File: src/rtl/mcpt_pkg.sv
package mcpt_pkg;

  // Table geometry
  localparam int NUM_SLOTS   = 16;
  localparam int MAX_RESULTS = 16;
  localparam int SLOT_W      = (NUM_SLOTS > 1) ? $clog2(NUM_SLOTS) : 1;
  localparam int CNT_W       = $clog2(MAX_RESULTS + 1);

  // Field widths
  localparam int KIND_W    = 2;
  localparam int ID_W      = 16;
  localparam int PERIOD_W  = 31;
  localparam int ELAPSED_W = 16;
  localparam int RES_W     = 3;

  // Request kinds
  typedef enum logic [KIND_W-1:0] {
    KIND_SET  = 2'd0,
    KIND_KILL = 2'd1,
    KIND_TICK = 2'd2
  } kind_t;

  // Result codes
  typedef enum logic [RES_W-1:0] {
    EV_EXPIRED  = 3'd0,
    EV_UPDATED  = 3'd1,
    EV_ADDED    = 3'd2,
    EV_FULL     = 3'd3,
    EV_KILLED   = 3'd4,
    EV_NOTFOUND = 3'd5
  } event_t;

  // Controller states
  typedef enum logic [1:0] {
    ST_IDLE,
    ST_SCAN,
    ST_FINISH
  } state_t;

  // Controller -> datapath
  typedef struct packed {
    logic load;
    logic commit_set;
    logic report_kill;
    logic report_tick;
  } cmd_t;

  // Datapath -> controller
  typedef struct packed {
    logic              scan_done;
    logic [KIND_W-1:0] kind;
  } sts_t;

endpackage

File: src/rtl/mcpt_ctrl.sv
module mcpt_ctrl (
  input  logic             clk,
  input  logic             rst_n,
  input  logic             start,
  output logic             busy,
  output mcpt_pkg::cmd_t   cmd,
  input  mcpt_pkg::sts_t   sts
);

  mcpt_pkg::state_t state_r, state_nxt;

  // State register
  always_ff @(posedge clk) begin
    if (!rst_n) begin
      state_r <= mcpt_pkg::ST_IDLE;
    end else begin
      state_r <= state_nxt;
    end
  end

  // Next state
  always_comb begin
    state_nxt = state_r;
    unique case (state_r)
      mcpt_pkg::ST_IDLE: begin
        if (start) state_nxt = mcpt_pkg::ST_SCAN;
      end
      mcpt_pkg::ST_SCAN: begin
        if (sts.scan_done) state_nxt = mcpt_pkg::ST_FINISH;
      end
      mcpt_pkg::ST_FINISH: begin
        state_nxt = mcpt_pkg::ST_IDLE;
      end
      default: state_nxt = mcpt_pkg::ST_IDLE;
    endcase
  end

  // Outputs
  always_comb begin
    cmd  = '0;
    busy = (state_r != mcpt_pkg::ST_IDLE);
    unique case (state_r)
      mcpt_pkg::ST_IDLE: begin
        cmd.load = start;
      end
      mcpt_pkg::ST_SCAN: begin
      end
      mcpt_pkg::ST_FINISH: begin
        // pick the closing action by request kind; unused kind does nothing
        unique case (sts.kind)
          mcpt_pkg::KIND_SET:  cmd.commit_set  = 1'b1;
          mcpt_pkg::KIND_KILL: cmd.report_kill = 1'b1;
          mcpt_pkg::KIND_TICK: cmd.report_tick = 1'b1;
          default: ;
        endcase
      end
      default: ;
    endcase
  end

endmodule

File: src/rtl/mcpt_datapath.sv
module mcpt_datapath (
  input  logic                           clk,
  input  logic                           rst_n,
  input  mcpt_pkg::cmd_t                 cmd,
  output mcpt_pkg::sts_t                 sts,
  input  logic [mcpt_pkg::KIND_W-1:0]    in_kind,
  input  logic [mcpt_pkg::ID_W-1:0]      in_timer_id,
  input  logic [mcpt_pkg::PERIOD_W-1:0]  in_period_ms,
  input  logic [mcpt_pkg::ELAPSED_W-1:0] in_elapsed_ms,
  output logic                           out_valid,
  output logic [mcpt_pkg::RES_W-1:0]     out_event_res,
  output logic [mcpt_pkg::ID_W-1:0]      out_event_id,
  output logic                           out_last
);

  localparam logic [mcpt_pkg::SLOT_W-1:0] LAST_IDX =
    mcpt_pkg::SLOT_W'(mcpt_pkg::NUM_SLOTS - 1);

  // Latched request
  logic [mcpt_pkg::KIND_W-1:0]    kind_r;
  logic [mcpt_pkg::ID_W-1:0]      id_r;
  logic [mcpt_pkg::PERIOD_W-1:0]  period_r;
  logic [mcpt_pkg::ELAPSED_W-1:0] elapsed_r;

  // Slot memories, registered read
  logic [mcpt_pkg::ID_W-1:0]     id_mem  [mcpt_pkg::NUM_SLOTS];
  logic [mcpt_pkg::PERIOD_W-1:0] per_mem [mcpt_pkg::NUM_SLOTS];
  logic [mcpt_pkg::PERIOD_W-1:0] rem_mem [mcpt_pkg::NUM_SLOTS];
  logic [mcpt_pkg::ID_W-1:0]     id_q_r;
  logic [mcpt_pkg::PERIOD_W-1:0] per_q_r;
  logic [mcpt_pkg::PERIOD_W-1:0] rem_q_r;

  // Write ports
  logic                          id_we, per_we, rem_we;
  logic [mcpt_pkg::SLOT_W-1:0]   id_wa, per_wa, rem_wa;
  logic [mcpt_pkg::ID_W-1:0]     id_wd;
  logic [mcpt_pkg::PERIOD_W-1:0] per_wd, rem_wd;

  // Valid marks
  logic [mcpt_pkg::NUM_SLOTS-1:0] slot_valid_r, slot_valid_nxt;

  // Scan pipeline: read issue, then compare stage
  logic                        rd_go_r, rd_go_nxt;
  logic [mcpt_pkg::SLOT_W-1:0] rd_idx_r, rd_idx_nxt;
  logic                        s1_vld_r, s1_vld_nxt;
  logic [mcpt_pkg::SLOT_W-1:0] s1_idx_r;

  // Scan results
  logic                        hit_r, hit_nxt;
  logic [mcpt_pkg::SLOT_W-1:0] hit_idx_r, hit_idx_nxt;
  logic                        free_r, free_nxt;
  logic [mcpt_pkg::SLOT_W-1:0] free_idx_r, free_idx_nxt;
  logic                        kill_any_r, kill_any_nxt;
  logic                        pend_r, pend_nxt;
  logic [mcpt_pkg::ID_W-1:0]   pend_id_r, pend_id_nxt;
  logic [mcpt_pkg::CNT_W-1:0]  exp_cnt_r, exp_cnt_nxt;

  // Result register
  logic                         out_valid_r, out_valid_nxt;
  logic [mcpt_pkg::RES_W-1:0]   out_res_r, out_res_nxt;
  logic [mcpt_pkg::ID_W-1:0]    out_id_r, out_id_nxt;
  logic                         out_last_r, out_last_nxt;

  logic cur_valid, id_eq, expire;

  assign cur_valid = slot_valid_r[s1_idx_r];
  assign id_eq     = (id_q_r == id_r);
  assign expire    = (rem_q_r <= mcpt_pkg::PERIOD_W'(elapsed_r));

  assign sts.scan_done = s1_vld_r && (s1_idx_r == LAST_IDX);
  assign sts.kind      = kind_r;

  assign out_valid     = out_valid_r;
  assign out_event_res = out_res_r;
  assign out_event_id  = out_id_r;
  assign out_last      = out_last_r;

  // Scan and update logic
  always_comb begin
    rd_go_nxt      = rd_go_r;
    rd_idx_nxt     = rd_idx_r;
    s1_vld_nxt     = rd_go_r && !cmd.load;
    slot_valid_nxt = slot_valid_r;
    hit_nxt        = hit_r;
    hit_idx_nxt    = hit_idx_r;
    free_nxt       = free_r;
    free_idx_nxt   = free_idx_r;
    kill_any_nxt   = kill_any_r;
    pend_nxt       = pend_r;
    pend_id_nxt    = pend_id_r;
    exp_cnt_nxt    = exp_cnt_r;
    out_valid_nxt  = 1'b0;
    out_res_nxt    = out_res_r;
    out_id_nxt     = out_id_r;
    out_last_nxt   = out_last_r;
    id_we  = 1'b0;
    per_we = 1'b0;
    rem_we = 1'b0;
    id_wa  = s1_idx_r;
    per_wa = s1_idx_r;
    rem_wa = s1_idx_r;
    id_wd  = id_r;
    per_wd = period_r;
    rem_wd = period_r;

    // read address sequencing
    if (cmd.load) begin
      rd_go_nxt    = 1'b1;
      rd_idx_nxt   = '0;
      hit_nxt      = 1'b0;
      free_nxt     = 1'b0;
      kill_any_nxt = 1'b0;
      pend_nxt     = 1'b0;
      exp_cnt_nxt  = '0;
    end else if (rd_go_r) begin
      rd_idx_nxt = rd_idx_r + mcpt_pkg::SLOT_W'(1);
      if (rd_idx_r == LAST_IDX) rd_go_nxt = 1'b0;
    end

    // per-slot work on the slot just read
    if (s1_vld_r) begin
      case (kind_r)
        mcpt_pkg::KIND_SET: begin
          if (cur_valid) begin
            if (!hit_r && id_eq) begin
              hit_nxt     = 1'b1;
              hit_idx_nxt = s1_idx_r;
            end
          end else if (!free_r) begin
            free_nxt     = 1'b1;
            free_idx_nxt = s1_idx_r;
          end
        end
        mcpt_pkg::KIND_KILL: begin
          if (cur_valid && id_eq) begin
            slot_valid_nxt[s1_idx_r] = 1'b0;
            kill_any_nxt             = 1'b1;
          end
        end
        mcpt_pkg::KIND_TICK: begin
          if (cur_valid) begin
            rem_we = 1'b1;
            if (expire) begin
              rem_wd = per_q_r;
              // hold the newest expiry back so the final one can carry last
              if (exp_cnt_r < mcpt_pkg::CNT_W'(mcpt_pkg::MAX_RESULTS)) begin
                if (pend_r) begin
                  out_valid_nxt = 1'b1;
                  out_res_nxt   = mcpt_pkg::EV_EXPIRED;
                  out_id_nxt    = pend_id_r;
                  out_last_nxt  = 1'b0;
                end
                pend_nxt    = 1'b1;
                pend_id_nxt = id_q_r;
                exp_cnt_nxt = exp_cnt_r + mcpt_pkg::CNT_W'(1);
              end
            end else begin
              rem_wd = rem_q_r - mcpt_pkg::PERIOD_W'(elapsed_r);
            end
          end
        end
        default: ;
      endcase
    end

    // closing actions
    if (cmd.commit_set) begin
      out_valid_nxt = 1'b1;
      out_id_nxt    = id_r;
      out_last_nxt  = 1'b1;
      if (hit_r) begin
        per_we      = 1'b1;
        per_wa      = hit_idx_r;
        rem_we      = 1'b1;
        rem_wa      = hit_idx_r;
        rem_wd      = period_r;
        out_res_nxt = mcpt_pkg::EV_UPDATED;
      end else if (free_r) begin
        slot_valid_nxt[free_idx_r] = 1'b1;
        id_we       = 1'b1;
        id_wa       = free_idx_r;
        per_we      = 1'b1;
        per_wa      = free_idx_r;
        rem_we      = 1'b1;
        rem_wa      = free_idx_r;
        rem_wd      = period_r;
        out_res_nxt = mcpt_pkg::EV_ADDED;
      end else begin
        out_res_nxt = mcpt_pkg::EV_FULL;
      end
    end
    if (cmd.report_kill) begin
      out_valid_nxt = 1'b1;
      out_id_nxt    = id_r;
      out_last_nxt  = 1'b1;
      out_res_nxt   = kill_any_r ? mcpt_pkg::EV_KILLED : mcpt_pkg::EV_NOTFOUND;
    end
    if (cmd.report_tick && pend_r) begin
      out_valid_nxt = 1'b1;
      out_id_nxt    = pend_id_r;
      out_last_nxt  = 1'b1;
      out_res_nxt   = mcpt_pkg::EV_EXPIRED;
    end
  end

  // Control registers
  always_ff @(posedge clk) begin
    if (!rst_n) begin
      rd_go_r      <= 1'b0;
      s1_vld_r     <= 1'b0;
      slot_valid_r <= '0;
      hit_r        <= 1'b0;
      free_r       <= 1'b0;
      kill_any_r   <= 1'b0;
      pend_r       <= 1'b0;
      exp_cnt_r    <= '0;
      out_valid_r  <= 1'b0;
    end else begin
      rd_go_r      <= rd_go_nxt;
      s1_vld_r     <= s1_vld_nxt;
      slot_valid_r <= slot_valid_nxt;
      hit_r        <= hit_nxt;
      free_r       <= free_nxt;
      kill_any_r   <= kill_any_nxt;
      pend_r       <= pend_nxt;
      exp_cnt_r    <= exp_cnt_nxt;
      out_valid_r  <= out_valid_nxt;
    end
  end

  // Payload registers
  always_ff @(posedge clk) begin
    if (cmd.load) begin
      kind_r    <= in_kind;
      id_r      <= in_timer_id;
      period_r  <= in_period_ms;
      elapsed_r <= in_elapsed_ms;
    end
    rd_idx_r   <= rd_idx_nxt;
    s1_idx_r   <= rd_idx_r;
    hit_idx_r  <= hit_idx_nxt;
    free_idx_r <= free_idx_nxt;
    pend_id_r  <= pend_id_nxt;
    out_res_r  <= out_res_nxt;
    out_id_r   <= out_id_nxt;
    out_last_r <= out_last_nxt;
  end

  // Slot memories
  always_ff @(posedge clk) begin
    if (id_we) id_mem[id_wa] <= id_wd;
    id_q_r <= id_mem[rd_idx_r];
  end

  always_ff @(posedge clk) begin
    if (per_we) per_mem[per_wa] <= per_wd;
    per_q_r <= per_mem[rd_idx_r];
  end

  always_ff @(posedge clk) begin
    if (rem_we) rem_mem[rem_wa] <= rem_wd;
    rem_q_r <= rem_mem[rd_idx_r];
  end

endmodule

File: src/rtl/multi_channel_periodic_timer_top.sv
// Periodic timer table with NUM_SLOTS slots. A request is taken when start is
// high and busy is low; each request walks every slot once through the
// slot memories (one read per cycle plus one compare stage), and busy stays
// high through the scan and its closing step, so no new request is taken
// before the previous one is through. Set and kill requests give one result;
// a tick gives one expiry result per expiring slot, in slot order, or none;
// the unused kind gives none. Results appear on out_* for exactly one cycle,
// marked by out_valid, with out_last on the final one of a request. The
// receiver cannot stall: it must take every result in the cycle it is shown.
// Expiries stream out during the scan, and the last result of a request may
// appear in the cycle after busy falls.
module multi_channel_periodic_timer_top (
  input  logic                           clk,
  input  logic                           rst_n,
  input  logic                           start,
  output logic                           busy,
  input  logic [mcpt_pkg::KIND_W-1:0]    in_kind,
  input  logic [mcpt_pkg::ID_W-1:0]      in_timer_id,
  input  logic [mcpt_pkg::PERIOD_W-1:0]  in_period_ms,
  input  logic [mcpt_pkg::ELAPSED_W-1:0] in_elapsed_ms,
  output logic                           out_valid,
  output logic [mcpt_pkg::RES_W-1:0]     out_event_res,
  output logic [mcpt_pkg::ID_W-1:0]      out_event_id,
  output logic                           out_last
);

  mcpt_pkg::cmd_t cmd;
  mcpt_pkg::sts_t sts;

  mcpt_ctrl u_ctrl (
    .clk   (clk),
    .rst_n (rst_n),
    .start (start),
    .busy  (busy),
    .cmd   (cmd),
    .sts   (sts)
  );

  mcpt_datapath u_dp (
    .clk           (clk),
    .rst_n         (rst_n),
    .cmd           (cmd),
    .sts           (sts),
    .in_kind       (in_kind),
    .in_timer_id   (in_timer_id),
    .in_period_ms  (in_period_ms),
    .in_elapsed_ms (in_elapsed_ms),
    .out_valid     (out_valid),
    .out_event_res (out_event_res),
    .out_event_id  (out_event_id),
    .out_last      (out_last)
  );

endmodule

File: config.mk
export PLATFORM = sky130hd
export DESIGN_NAME = multi_channel_periodic_timer_top
export DESIGN_NICKNAME = d
export VERILOG_FILES = /design/src/rtl/mcpt_pkg.sv /design/src/rtl/mcpt_ctrl.sv /design/src/rtl/mcpt_datapath.sv /design/src/rtl/multi_channel_periodic_timer_top.sv
export SDC_FILE = /design/constraint.sdc
export NUM_CORES = 2
export LEC_CHECK = 0
export BUFFER_PORTS_ARGS = -buffer_cell sky130_fd_sc_hd__buf_2
export CAP_MARGIN = 20
export CORE_ASPECT_RATIO = 0.75
export CORE_UTILIZATION = 40
export CTS_CLUSTER_DIAMETER = 80
export DETAILED_ROUTE_END_ITERATION = 8
export MAX_ROUTING_LAYER = met4
export PLACE_DENSITY = 0.65
export SLEW_MARGIN = 20
export SYNTH_ARGS = -nofsm -noshare
export SYNTH_HDL_FRONTEND = slang
export SYNTH_HIERARCHICAL = 1
export SYNTH_SLANG_ARGS = --single-unit
File: constraint.sdc
create_clock -name clk -period 4.6 [get_ports clk]
set_input_delay 0.69 -clock clk [delete_from_list [all_inputs] [get_ports clk]]
set_output_delay 0.69 -clock clk [all_outputs]
set_load 0.05 [all_outputs]
# Word-level counts from Yosys, hierarchy flattened
# Memory sizes are Yosys's and may differ from the RTL's. A register that Yosys moved wholly into a read port is not among the register bits.
# Cells that the tools add are included.
[word_totals]
register_bits = 147
latchBits = 0
ram_bits = 1248
romBits = 0
input_bits = 68
wordCells = 186
memories = 3
[memory_table]
columns = ["name", "words", "width", "rd", "rd_clocked_by_memory_dff", "wr", "line_no", "text"]
rows = [
  ["u_dp.per_mem", 16, 31, 1, 1, 1, "mcpt_datapath.sv:27", "logic [mcpt_pkg::PERIOD_W-1:0] per_mem [mcpt_pkg::NUM_SLOTS];"],
  ["u_dp.rem_mem", 16, 31, 1, 1, 1, "mcpt_datapath.sv:28", "logic [mcpt_pkg::PERIOD_W-1:0] rem_mem [mcpt_pkg::NUM_SLOTS];"],
  ["u_dp.id_mem", 16, 16, 1, 1, 1, "mcpt_datapath.sv:26", "logic [mcpt_pkg::ID_W-1:0] id_mem [mcpt_pkg::NUM_SLOTS];"],
]
[op_classes]
add_sub_neg = 3
mul = 0
n_div = 0
magnitude_cmp = 6
n_eq_ne = 9
shift = 0
n_mux = 107
n_bitwise = 4
n_reduce_logical = 32
[op_table]
columns = ["operator", "count"]
rows = [
  ["two-way mux 16 bit", 15],
  ["two-way mux 31 bit", 7],
  ["two-way mux 1 bit", 58],
  ["<= comparator 31 x 16 -> 1 bit", 1],
  ["subtractor 31 x 16 -> 31 bit", 1],
  ["two-way mux 3 bit", 10],
  ["two-way mux 5 bit", 6],
  ["nonzero test 4 bit", 6],
  ["two-way mux 4 bit", 5],
  ["AND reduction 6 bit", 3],
  ["nonzero test 3 bit", 6],
  ["AND 16 bit", 1],
  ["== test 16 bit", 1],
  ["NOT 16 bit", 1],
  ["bitwise OR 16 bit", 1],
  ["< comparator 4 x 5 -> 1 bit (second input constant)", 2],
  ["demux 1 bit (select 4 bit)", 2],
  ["== test 4 bit (second input constant)", 2],
  ["greater-or-equal comparator 4 x 1 -> 1 bit (second input constant)", 2],
  ["logical AND 1 bit", 7],
  ["adder 5 x 1 -> 5 bit (second input constant)", 1],
  ["< comparator 5 bit (second input constant)", 1],
  ["AND reduction 5 bit", 1],
  ["adder 4 x 1 -> 4 bit (second input constant)", 1],
  ["14 further kinds", 20],
]

# Longest topological paths before layout
[depth]
word_depth = 13
ltp_mapped = 12
depth_no_buf = 10

# Modules after synthesis
# The synthesis kept the hierarchy.
[by_module_without_submodules]
columns = ["module", "n_inst", "cells_per_inst", "area_each_um2", "seq_area_each_um2"]
rows = [
  ["mcpt_datapath", 1, 2565, 55848.6, 42991.2],
  ["mcpt_ctrl", 1, 13, 113.9, 40.0],
]

# Worst setup path before layout
# No wires, ideal clock.
[synth_timing]
kind = "register to register"
from = "register u_dp/kind_r[1] in the netlist's numbering"
to = "memory u_dp/per_mem[0][0] in the netlist's numbering, enable pin"
setup_ns = 0.458
arrival_time_ns = 4.174
required_ns = 4.142
setup_slack_ns = -0.031
path_stages_with_launch = 7
path_buffers = 1
synth_period_minus_slack_ns = 4.631
path_cell_list = "edfxtp_1 -> nor4b_1 -> o21ai_1 -> clkbuf_1 -> a22oi_1 -> nand2_1 -> nor3_1"
[synth_rtl]
columns = ["element", "line_no", "text"]
rows = [
  ["from (decl)", "mcpt_datapath.sv:20", "logic [mcpt_pkg::KIND_W-1:0] kind_r;"],
  ["from (signal assigned)", "mcpt_datapath.sv:234", "kind_r <= in_kind;"],
  ["to (decl)", "mcpt_datapath.sv:27", ""],
]

# Final worst setup path
[layout_timing]
from = "register u_dp/rem_q_r[27] in the netlist's numbering (read register of u_dp.rem_mem)"
to = "memory u_dp/rem_mem[1][27] in the netlist's numbering, data pin"
[layout_between]
elab_chain_cells = 8
[layout_lines]
columns = ["element", "line_no", "text"]
rows = [
  ["from (decl)", "mcpt_datapath.sv:31", "logic [mcpt_pkg::PERIOD_W-1:0] rem_q_r;"],
  ["subtractor 31 x 16 -> 31 bit / <= comparator 31 x 16 -> 1 bit (equally long branches)", "mcpt_datapath.sv:158, mcpt_datapath.sv:68", ""],
  ["two-way mux 31 bit *", "mcpt_datapath.sv:143", "if (expire) begin"],
  ["two-way mux 31 bit *", "mcpt_datapath.sv:141", "if (cur_valid) begin"],
  ["two-way mux 31 bit *", "mcpt_datapath.sv:122", "case (kind_r)"],
  ["two-way mux 31 bit *", "mcpt_datapath.sv:121", "if (s1_vld_r) begin"],
  ["two-way mux 31 bit", "mcpt_datapath.sv:178", "end else if (free_r) begin"],
  ["two-way mux 31 bit", "mcpt_datapath.sv:171", "if (hit_r) begin"],
  ["two-way mux 31 bit *", "mcpt_datapath.sv:167", "if (cmd.commit_set) begin"],
  ["net u_dp.rem_wd (one bit)", "mcpt_datapath.sv:37", "logic [mcpt_pkg::PERIOD_W-1:0] per_wd, rem_wd;"],
  ["to (decl)", "mcpt_datapath.sv:28", ""],
]
# The timed path passes the listed nets; every way through them passes the cells marked *.

==> impl_metrics.toml <==
[worst_setup_path]
worstSetupEndpointType = "flop"
crit_family = "simple AND/OR/NAND/NOR gates"
critical_path.n_buffers_inverters = 1
worst-r2r-setup-slack_ns = 0.79
timing_worst_setup_path_type = "flop to flop"
cp_slowest_stage_delay_ns = 0.79
worst_ep_arrival_time_ns = 4.23
rr_worst_depth = 8
cp_num_cells = 8
crit_fanout = 16
start_kind = "flop"
cp_slowest_cell = "o21ai_1"
cp_cell_sequence = "or4_4 -> or3_1 -> or2_1 -> or2_0 -> nor2_2 -> buf_4 -> nor3_1 -> o21ai_1"
worst_path_required_time_ns = 5.02

[global_routing]
grt_busiest_layer = "met1"
grt_max_degree = 78
number_of_antenna_violations_at_the_first_check_in_global_routing = 8
globalRoute.totalOverflow = 0
first_global_vias = 27400
grt_met1_usage_pct = 28.8
globalRouteMet2Util_pct = 27.7
grt_usage_pct = 19.5
grt_first_pass_wirelength_um = 192000
grt_util_met3_pct = 3.91

[place]
dp_hpwl_um = 77300
gp_routability_congestion = 0.962
dp_cells = 4515
io_buffers = 89

[route]
route.detailed.drc = 0
drt_wl_total_um = 133000
detailroute.via_count = 27300
vias_per_cell = 5.72
drt-wirelength-per-cell_um = 27.7
drtIter0Drc = 3437
final_antenna_net_count = 0
dr.pass1.iters = 6

[floorplanning]
die_h_um = 326
placeableCoreArea_sq_um = 138000
die_footprint_sq_um = 141000
start_util_pct = 40.4
std_cell_rows = 118
io_pins = 90
die_width_um = 434

[clocking]
tritoncts_clock_tree = "yes"
cts-resized-gates = 0
cts_root_buf = "clkbuf_16"
cts-root-to-sink-buffers = 3
cts-htree-levels = 4
clk_pin_slew_worst_paths_ns = 0.06
cts_hold_repair.buffers = 0
tritoncts.num_buffers = 141
postCtsSetupRepairBufs = 0
insertion_delay_ns = 0.78
tritoncts_num_sinks = 1473

[power_and_ir_drop]
ir_drop_uv = 276
power.static_leakage_nw = 19.9
power-per-cell-area_nw_per_um2 = 466

[yosys]
number_of_distinct_library_cells_after_synthesis = 63
synth_cells = 2578
yosys_register_bits = 1473
synth_commonest_cells = "1353 x edfxtp_1, 394 x mux4_2, 120 x dfxtp_1"
synth_area_per_cell_sq_um = 21.7
post-synth-top-count-cell = "edfxtp_1"
synth-edff-count = 1353
yosysTopAreaCell = "edfxtp_1"
synth.cell_area_sq_um = 56000
syn-num-nets = 2665
ys.warnings.count = 6
synth_async_sr_flop_share_pct = 0
synth_sequential_area_ratio_pct = 76.9
synth_largest_type_area_fraction_pct = 72.6
yosys_most_used_dff = "edfxtp_1"
yosys-top-cells-area = "edfxtp_1 73%, mux4_2 16%, dfxtp_1 4.3%"

[run]
max_cap_viol_count = 0

[timing]
timing.slew.headroom_pct = 24.9
timing.fmax_mhz = 262
final-setup-viol-count = 0
tns_ns = 0
timing.final.crit_share_pct = 82.9
max_slew.worst_pin.slew_ns = 1.12
max_slew_violation_total_from_the_final_report = 0
finalWorstPathRequiredPeriod_ns = 3.81
rsz0062_at_grt = "no"
hold_viol_final = 0
layout_skew_ns = 0.0281
hold-worst-slack_ns = 0.0900

[finish]
fillerInstances = 11400
stdcell_count = 4778
drive_gt1_share_pct = 30.0
area.growth.synth_to_final_pct = 14.9
finalNetCount = 2886
fin_util_pct = 46.4

[hold_path]
worstHoldPathCells = 1
min_path_type = "input port to flop"

[status]
outcome = "finished clean"
-- final cells by class --
| type | instances | area, sq um | area share (%) |
|---|---|---|---|
| Antenna cell | 1 | 2.50 | 0.00389 |
| Clock buffer | 202 | 4040 | 6.28 |
| Inverter | 28 | 105 | 0.163 |
| Clock inverter | 59 | 692 | 1.08 |
| Sequential cell | 1473 | 43000 | 67.0 |
| Tap cell | 1860 | 2330 | 3.62 |
| Timing Repair Buffer | 199 | 1460 | 2.27 |
| Multi-Input combinational cell | 956 | 12600 | 19.6 |
-- power by group --
group	total (W)	switching [W]	internal (W)
Sequential	0.0152	0.000379	0.0148
Combinational	0.00301	0.00151	0.00150
Clock	0.0117	0.00496	0.00678
-- cells by family after synthesis --
family	Yosys count	synth area share (%)
buffers and inverters	149	1.07
DFF	1473	76.9
xor gates and xnor gates	40	0.626
muxes	422	16.4
adders and majority gates	19	0.438
and+or+nand+nor	304	2.69
AOI/OAI and AO/OA	171	1.88
-- worst reg2reg max path: cells and delay by family (launching register included) --
family          cells  cell delay (ns)
compound gates      1             0.79
buf+inv             1             0.28
flops               1             0.33
simple gates        6             2.06
-- per-layer routing --
layer / vias up / part of all wire, %
met2: 1343 / 45
met3: 198 / 9.1
met5: - / 0
li1: 11200 / -
met1: 14600 / 44
met4: 0 / 1.7
-- layout by cell type, fill, tap and decap left out, types with 24 or more instances in the layout --
cell       synthesis  routed
edfxtp_1        1353    1353
mux4_2           394     394
clkbuf_16          0     147
dfxtp_1          120     116
buf_4              3      94
buf_2              5      90
nand2_1           77      77
nor2_1            84      50
a21oi_1           42      42
clkbuf_1          88      40
o21ai_0           35      35
nor2_4             0      29
inv_1             28      28
nor3_1            29      24
-- registers in the layout, summed over array words and instances (netlist names), 31 cells and up --
register / flops
u_dp/per_mem: 496
u_dp/id_mem: 256
u_dp/per_wd: 31
u_dp/per_q_r: 31
u_dp/rem_mem: 496
u_dp/rem_q_r: 31
-- final timing paths --
| kind | start | to |
|---|---|---|
| min | in_timer_id[12] | u_dp/id_r[12] |
| max reg2reg | u_dp/rem_q_r[27] | u_dp/rem_mem[1][27] |
| max | u_dp/rem_q_r[27] | u_dp/rem_mem[1][27] |
| min reg2reg | u_dp/id_q_r[3] | u_dp/pend_id_r[3] |
-- stage by stage --
| stage | total power (W) | setup WS [ns] | area, sq um |
|---|---|---|---|
| 6_report | 0.0300 | 0.788 | 64300 |
| 5_1_grt | 0.0309 | 0.679 | 64300 |
| 4_1_cts | 0.0302 | 0.895 | 64300 |
| 3_5_place_dp | 0.0185 | 0.922 | 59500 |
| 3_3_place_gp | 0.0184 | 1.01 | 59500 |
| 2_1_floorplan | 0.0175 | -0.0313 | 56000 |
Note: power is estimated with default switching activity, not from simulation.
